==> config.mk <==
export PLATFORM = sky130hd
export DESIGN_NAME = tcce_front
export DESIGN_NICKNAME = d
export VERILOG_FILES = /design/src/design/tcce_pkg.sv /design/src/design/tcce_front.sv
export SDC_FILE = /design/constraint.sdc
export NUM_CORES = 1
export LEC_CHECK = 0
export BUFFER_PORTS_ARGS = -buffer_cell sky130_fd_sc_hd__clkbuf_2
export CORE_ASPECT_RATIO = 1.1
export CORE_MARGIN = 2
export CORE_UTILIZATION = 58
export CTS_BUF_LIST = sky130_fd_sc_hd__clkbuf_2 sky130_fd_sc_hd__clkbuf_4 sky130_fd_sc_hd__clkbuf_8
export DETAILED_ROUTE_END_ITERATION = 6
export HOLD_SLACK_MARGIN = 0.15
export PLACE_DENSITY_LB_ADDON = 0.2
export SETUP_SLACK_MARGIN = 0.2
export SYNTH_ARGS = -nofsm -noshare
export SYNTH_HDL_FRONTEND = slang
export SYNTH_SLANG_ARGS = --single-unit
==> constraint.sdc <==
create_clock -name clk -period 8.41 [get_ports clk]
set_clock_uncertainty 0.15 [all_clocks]
set_input_delay 0 -clock clk [delete_from_list [all_inputs] [get_ports clk]]
set_output_delay 0 -clock clk [all_outputs]
set_load 0.03 [all_outputs]
==> src/design/tcce_pkg.sv <==
// Shared constants, codes and types of the text console character engine.
// No dependencies; imported by every module of the block except tcce_ram.
package tcce_pkg;

  localparam int COLUMNS    = 80;
  localparam int ROWS       = 25;
  localparam int CELL_COUNT = COLUMNS * ROWS;
  localparam int LAST_ROW   = CELL_COUNT - COLUMNS;

  localparam int ADDR_W   = $clog2(CELL_COUNT);
  localparam int COL_W    = $clog2(COLUMNS);
  localparam int ROW_W    = $clog2(ROWS);
  localparam int CURSOR_W = 11;
  localparam int CELL_W   = 16;

  localparam logic [CELL_W-1:0] BLANK_CELL = 16'h0700;
  localparam logic [7:0]        SPACE_CHAR = 8'h20;
  localparam logic [7:0]        CH_NUL     = 8'h00;
  localparam logic [7:0]        CH_BS      = 8'h08;
  localparam logic [7:0]        CH_NL      = 8'h0A;

  typedef enum logic [1:0] {
    REQ_PUT   = 2'd0,
    REQ_CLEAR = 2'd1,
    REQ_READ  = 2'd2
  } req_t;

  typedef enum logic [2:0] {
    OP_NOP,
    OP_CHAR,
    OP_BS,
    OP_NL,
    OP_CLEAR,
    OP_READ
  } op_t;

  typedef struct packed {
    op_t               op;
    logic [7:0]        attr;
    logic [7:0]        ch;
    logic [ADDR_W-1:0] idx;
  } cmd_t;

  typedef enum logic [2:0] {
    ST_IDLE,
    ST_READ,
    ST_SCROLL,
    ST_FILL,
    ST_CLEAR
  } state_t;

endpackage

==> src/design/tcce_front.sv <==
// Front end: accepts request words, decodes them into commands and queues them.
// Depends on tcce_pkg.
module tcce_front import tcce_pkg::*; (
  input  logic        clk,
  input  logic        rst,
  input  logic        push,
  output logic        full,
  input  logic [1:0]  req_type,
  input  logic [7:0]  char_code,
  input  logic [3:0]  fore_colour,
  input  logic [3:0]  back_colour,
  input  logic [10:0] cell_index,
  input  logic        init_busy,
  output logic        cmd_valid,
  output cmd_t        cmd,
  input  logic        cmd_pop
);

  cmd_t       q [2];
  cmd_t       cmd_in;
  logic       wp;
  logic       rp;
  logic [1:0] cnt;
  logic       push_ok;

  always_comb begin
    cmd_in.attr = {back_colour, fore_colour};
    cmd_in.ch   = char_code;
    cmd_in.idx  = ADDR_W'(cell_index);
    case (req_type)
      REQ_PUT: begin
        priority if (char_code == CH_NUL) cmd_in.op = OP_NOP;
        else if (char_code == CH_BS) cmd_in.op = OP_BS;
        else if (char_code == CH_NL) cmd_in.op = OP_NL;
        else cmd_in.op = OP_CHAR;
      end
      REQ_CLEAR: cmd_in.op = OP_CLEAR;
      REQ_READ:  cmd_in.op = (32'(cell_index) < CELL_COUNT) ? OP_READ : OP_NOP;
      default:   cmd_in.op = OP_NOP;
    endcase
  end

  assign full      = (cnt == 2'd2) || init_busy;
  assign push_ok   = push && !full;
  assign cmd_valid = (cnt != 2'd0);
  assign cmd       = q[rp];

  always_ff @(posedge clk) begin
    if (rst) begin
      wp  <= 1'b0;
      rp  <= 1'b0;
      cnt <= 2'd0;
    end else begin
      if (push_ok) wp <= ~wp;
      if (cmd_pop) rp <= ~rp;
      cnt <= cnt + {1'b0, push_ok} - {1'b0, cmd_pop};
    end
  end

  always_ff @(posedge clk) begin
    if (push_ok) q[wp] <= cmd_in;
  end

endmodule

# --- Word level (Yosys, flattened, before mapping) ---
# Memory sizes are Yosys's and may differ from the RTL's. A register that Yosys moved wholly into a read port is not among the register bits.
# Index checks and enable logic that the tools add are counted.
totals:
  wordCells: 29
  mem_bits_rw: 60
  latchBits: 0
  inputBits: 34
  out_inout_bits: 32
  ff_bits: 4
  rom_bits: 0
  mem_count: 1
op_classes:
  n_bitwise: 2
  order_cmp: 1
  n_addsub: 2
  n_eq_ne: 5
  shift: 0
  multipliers: 0
  n_div: 0
  mux: 9
  reduce_logical: 6
memory_table:
  columns: ["memory", "words", "width", "rd", "rd_clocked_by_memory_dff", "wr", "line_no", "text"]
  rows:
  - ["q", 2, 30, 1, 1, 1, "tcce_front.sv:19", "cmd_t q [2];"]
op_table:
  columns: ["operator", "n"]
  rows:
  - ["8-bit by 4-bit == test with 1-bit output, second input constant", 2]
  - ["11-bit less-than comparator, second input constant", 1]
  - ["3-bit case mux with 3 select lines", 1]
  - ["8-bit logical NOT", 1]
  - ["2-bit two-way mux", 3]
  - ["2-bit == test, second input constant", 2]
  - ["1-bit two-way mux", 4]
  - ["3-bit two-way mux", 1]
  - ["2-bit by 1-bit adder with 2-bit output", 1]
  - ["2-bit by 1-bit == test with 1-bit output, second input constant", 1]
  - ["2-bit logical NOT", 1]
  - ["1-bit inverter", 2]
  - ["2-bit nonzero test", 1]
  - ["2-bit by 1-bit subtractor with 2-bit output", 1]
  - ["1-bit logical AND", 1]
  - ["1-bit logical NOT", 1]
  - ["1-bit logical OR", 1]

# --- Logic depth before layout (Yosys ltp) ---
logic_depth:
  ltp_word: 6
  ltp_mapped: 8
  mapped_depth_nobuf: 8

# --- Least setup slack after synthesis ---
# Ideal clock, no wire load.
synth_timing:
  path_kind: "reg-to-reg"
  start: "register cnt[1]"
  end: "memory q[0][0] (netlist name) (enable)"
  synth_period_minus_slack_ps: 2676
  path_stages_with_launch: 4
  t_arrival_ps: 2109
  path_buffers: 0
  t_required_ps: 7843
  setup_ps: 417
  slack_ps: 5734
  path_cell_list: "dfxtp_1 nor2b_1 or3b_4 nor2_1"
synth_between:
  elab_chain_cells: 6
synth_rtl:
  columns: ["item", "line_no", "text"]
  rows:
  - ["from (decl)", "tcce_front.sv:23", "logic [1:0] cnt;"]
  - ["from (signal assigned)", "tcce_front.sv:56", "cnt <= cnt + {1'b0, push_ok} - {1'b0, cmd_pop};"]
  - ["2-bit == test", "tcce_front.sv:43", "assign full = (cnt == 2'd2) || init_busy;"]
  - ["1-bit logical OR", "tcce_front.sv:43", null]
  - ["1-bit logical NOT", "tcce_front.sv:44", "assign push_ok = push && !full;"]
  - ["1-bit logical AND", "tcce_front.sv:44", null]
  - ["1-bit two-way mux", "tcce_front.sv:61", "if (push_ok) q[wp] <= cmd_in;"]
  - ["1-bit two-way mux (not written as such)", "tcce_front.sv:61", null]
  - ["to (decl)", "tcce_front.sv:19", null]
# Every way passes these cells.

==> results.sh <==
export IMPL_totalWireLength_um=4420
export IMPL_grt_max_degree=31
export IMPL_grt_usage=0.202
export IMPL_layout_drive_gt1_share=0.496
export IMPL_die_h_um=72.4
export IMPL_synthToLayoutAreaGrowth_pct=37.8
export IMPL_synth_area_um2=2470
export IMPL_cp_start_kind="input port"
export IMPL_vias=1495
export IMPL_peakVddDrop_mv=0.133
export IMPL_gp_congestion=0.737
export IMPL_end_kind="flip-flop"
export IMPL_clock_sinks=65
export IMPL_h_tree_depth=3
export IMPL_coreArea_um2=4020
export IMPL_diodes=0
export IMPL_grt_pass1_vias=1559
export IMPL_cts_buffers_inserted=9
export IMPL_ys_ff_latch=65
export IMPL_firstDrtPassIters=4
export IMPL_cp_arrival_ns=2.11
export IMPL_tritoncts="built"
export IMPL_portBuffers=65
export IMPL_fmax_mhz=455
export IMPL_dr_first_iter_drc_count=72
export IMPL_p_per_area_nw_per_um2=213
export IMPL_rsz0062_at_grt="no"
export IMPL_hp_class="in -> reg"
export IMPL_dieArea_um2=4790
export IMPL_cpPeakStageDelay_ns=0.58
export IMPL_syn_area_per_cell_um2=19.0
export IMPL_clk_pin_slew_ns=0.06
export IMPL_grt_pass1_wl_um=6850
export IMPL_grt_busiest_layer="met2"
export IMPL_setup_violations=0
export IMPL_reg2regPathDepth=8
export IMPL_finalCriticalPeriod_ns=2.20
export IMPL_whs_ns=0.257
export IMPL_clk_path_buf_depth=2
export IMPL_antenna_found_initial=0
export IMPL_die_w_um=66.2
export IMPL_cp_cell_sequence="dlygate4sd3_1 > clkbuf_2 > or4_4 > nor4_2 > a221oi_1 > dlygate4sd3_1"
export IMPL_path_class="in -> reg"
export IMPL_gr_usage_met1=0.200
export IMPL_required_ns=8.33
export IMPL_hpwl_um=2580
export IMPL_grt_util_met2=0.371
export IMPL_cts_repair_resized=0
export IMPL_drc=0
export IMPL_wire_per_inst_um=14.8
export IMPL_fin_crit_sh=0.261
export IMPL_routed_via_density=5.02
export IMPL_maxCapViolations=0
export IMPL_cts_root_buf="clkbuf_8"
export IMPL_yosys_warnings=0
export IMPL_tightest_slew_ns=0.405
export IMPL_fin_nets=277
export IMPL_io_pins=66
export IMPL_ant_nets=0
export IMPL_postCtsSetupBuffers=0
export IMPL_clkLatencyLatePin_ns=0.32
export IMPL_cp_max_fo=3
export IMPL_whs_path_depth=2
export IMPL_cp_slowest_cell="dlygate4sd3_1"
export IMPL_syn_nets=166
export IMPL_p_leak_nw=1.34
export IMPL_status="finished, final reports clean"
export IMPL_synth_distinct_cells=22
export IMPL_gr_usage_met3=0.0744
export IMPL_slew_viol_final=0
export IMPL_syn_inst=130
export IMPL_hold_violations=0
export IMPL_initial_utilization=0.613
export IMPL_fp_row_count=24
export IMPL_worst_path_most_repeated_cell="dlygate4sd3_1"
export IMPL_grt_ovfl_total=0
export IMPL_synth_seq_area_share=0.770
export IMPL_slew_headroom=0.730
export IMPL_p_total_w=0.000726
export IMPL_setup_tns_ns=0
synthesized netlist by cell type:
master    instances  area, um^2
and2_1            1        6.26
nor2b_1           2        12.5
or4_4             1        11.3
inv_1             4        15.0
a221oi_1          1        8.76
nor4_2            1        12.5
xor2_1            1        8.76
and3_1            1        6.26
edfxtp_1         60        1800
dfxtp_1           5         100
or2_2             2        12.5
nor3_1            1        5.00
mux2_2           30         338
ha_1              2        25.0
nor2_1            8        30.0
mux2_4            1        15.0
nand3_1           1        5.00
o21ai_0           1        5.00
buf_2             3        15.0
or3b_4            1        11.3
o211ai_1          2        15.0
xnor2_1           1        8.76
per-layer routing:
layer | vias up | routed length (um)
li1 | 721 | -
met1 | 718 | 1690
met2 | 50 | 2410
met3 | 6 | 282
met4 | 0 | 32
met5 | - | 0
worst max-delay path, delay by kind of cell:
kind | cells | cell delay (ns)
buf+inv | 3 | 1.24
simple gates | 2 | 0.74
compound gates | 1 | 0.13
worst paths after layout:
| check | start | endpoint | slack [ns] |
|---|---|---|---|
| worst max-delay path | char_code[5] | q[1][27]$_DFFE_PP_ | 6.21 |
| worst min-delay path | fore_colour[2] | q[1][21]$_DFFE_PP_ | 0.26 |
| worst max register to register | cnt[1]$_SDFF_PP0_ | cnt[1]$_SDFF_PP0_ | 6.31 |
| worst min register to register | rp$_SDFFE_PP0P_ | rp$_SDFFE_PP0P_ | 0.38 |
placed cells by master (no fill, tap or decap), types with 3 or more instances in the layout:
cell            n
dlygate4sd3_1  35
edfxtp_1       60
clkbuf_8       10
dfxtp_1         5
clkbuf_2       65
inv_1           4
clkbuf_4        5
buf_4           3
mux2_2         30
nor2_1          6
what timing repair did:
item | 4_1_cts | 5_1_grt
setup endpoints to repair | 0 | 0
hold buffers | 35 | 0
endpoints found under the hold margin | 65 | 0
cell families (layout without fill, tap and decap cells):
kind of cell               count (synthesis)  after routing  synth area share
DFF                                       65             65             0.770
buffers and inverters                      7            123            0.0122
and+or+nand+nor                           19             19            0.0456
adders and majority gates                  2              2            0.0101
AOI/OAI and AO/OA                          4              4            0.0117
muxes                                     31             31             0.143
xor gates and xnor gates                   2              2           0.00710
per-stage QoR:
stage               worst slack (ns)  instance area, um^2  utilization  instances
global route                    6.16                 3400        0.845        298
global placement                6.46                 2870        0.714        247
detailed placement              6.35                 2870        0.714        247
floorplan                       5.73                 2470            -        130
finish                          6.21                 3400        0.845        298
CTS                             6.24                 3400        0.845        298
cell type report:
cell class	instances	area, um^2
sequential	65	1900
timing repair buffer	103	698
fill	197	622
multi-input combinational	58	542
clock buffer	15	175
tap	52	65.1
inverter	4	15.0
clock inverter	1	5.00
registers in the layout (all words and copies together), names as in the netlist, named ones only:
register / count
rp: 1
cnt: 2
q: 60
wp: 1
report_power, final:
| part | internal, W | switching [W] | total, W |
|---|---|---|---|
| Combinational | 0.0000501 | 0.0000700 | 0.000120 |
| Clock | 0.000131 | 0.0000982 | 0.000229 |
| Sequential | 0.000371 | 0.00000495 | 0.000376 |
Power figures use the tool's default switching activity.
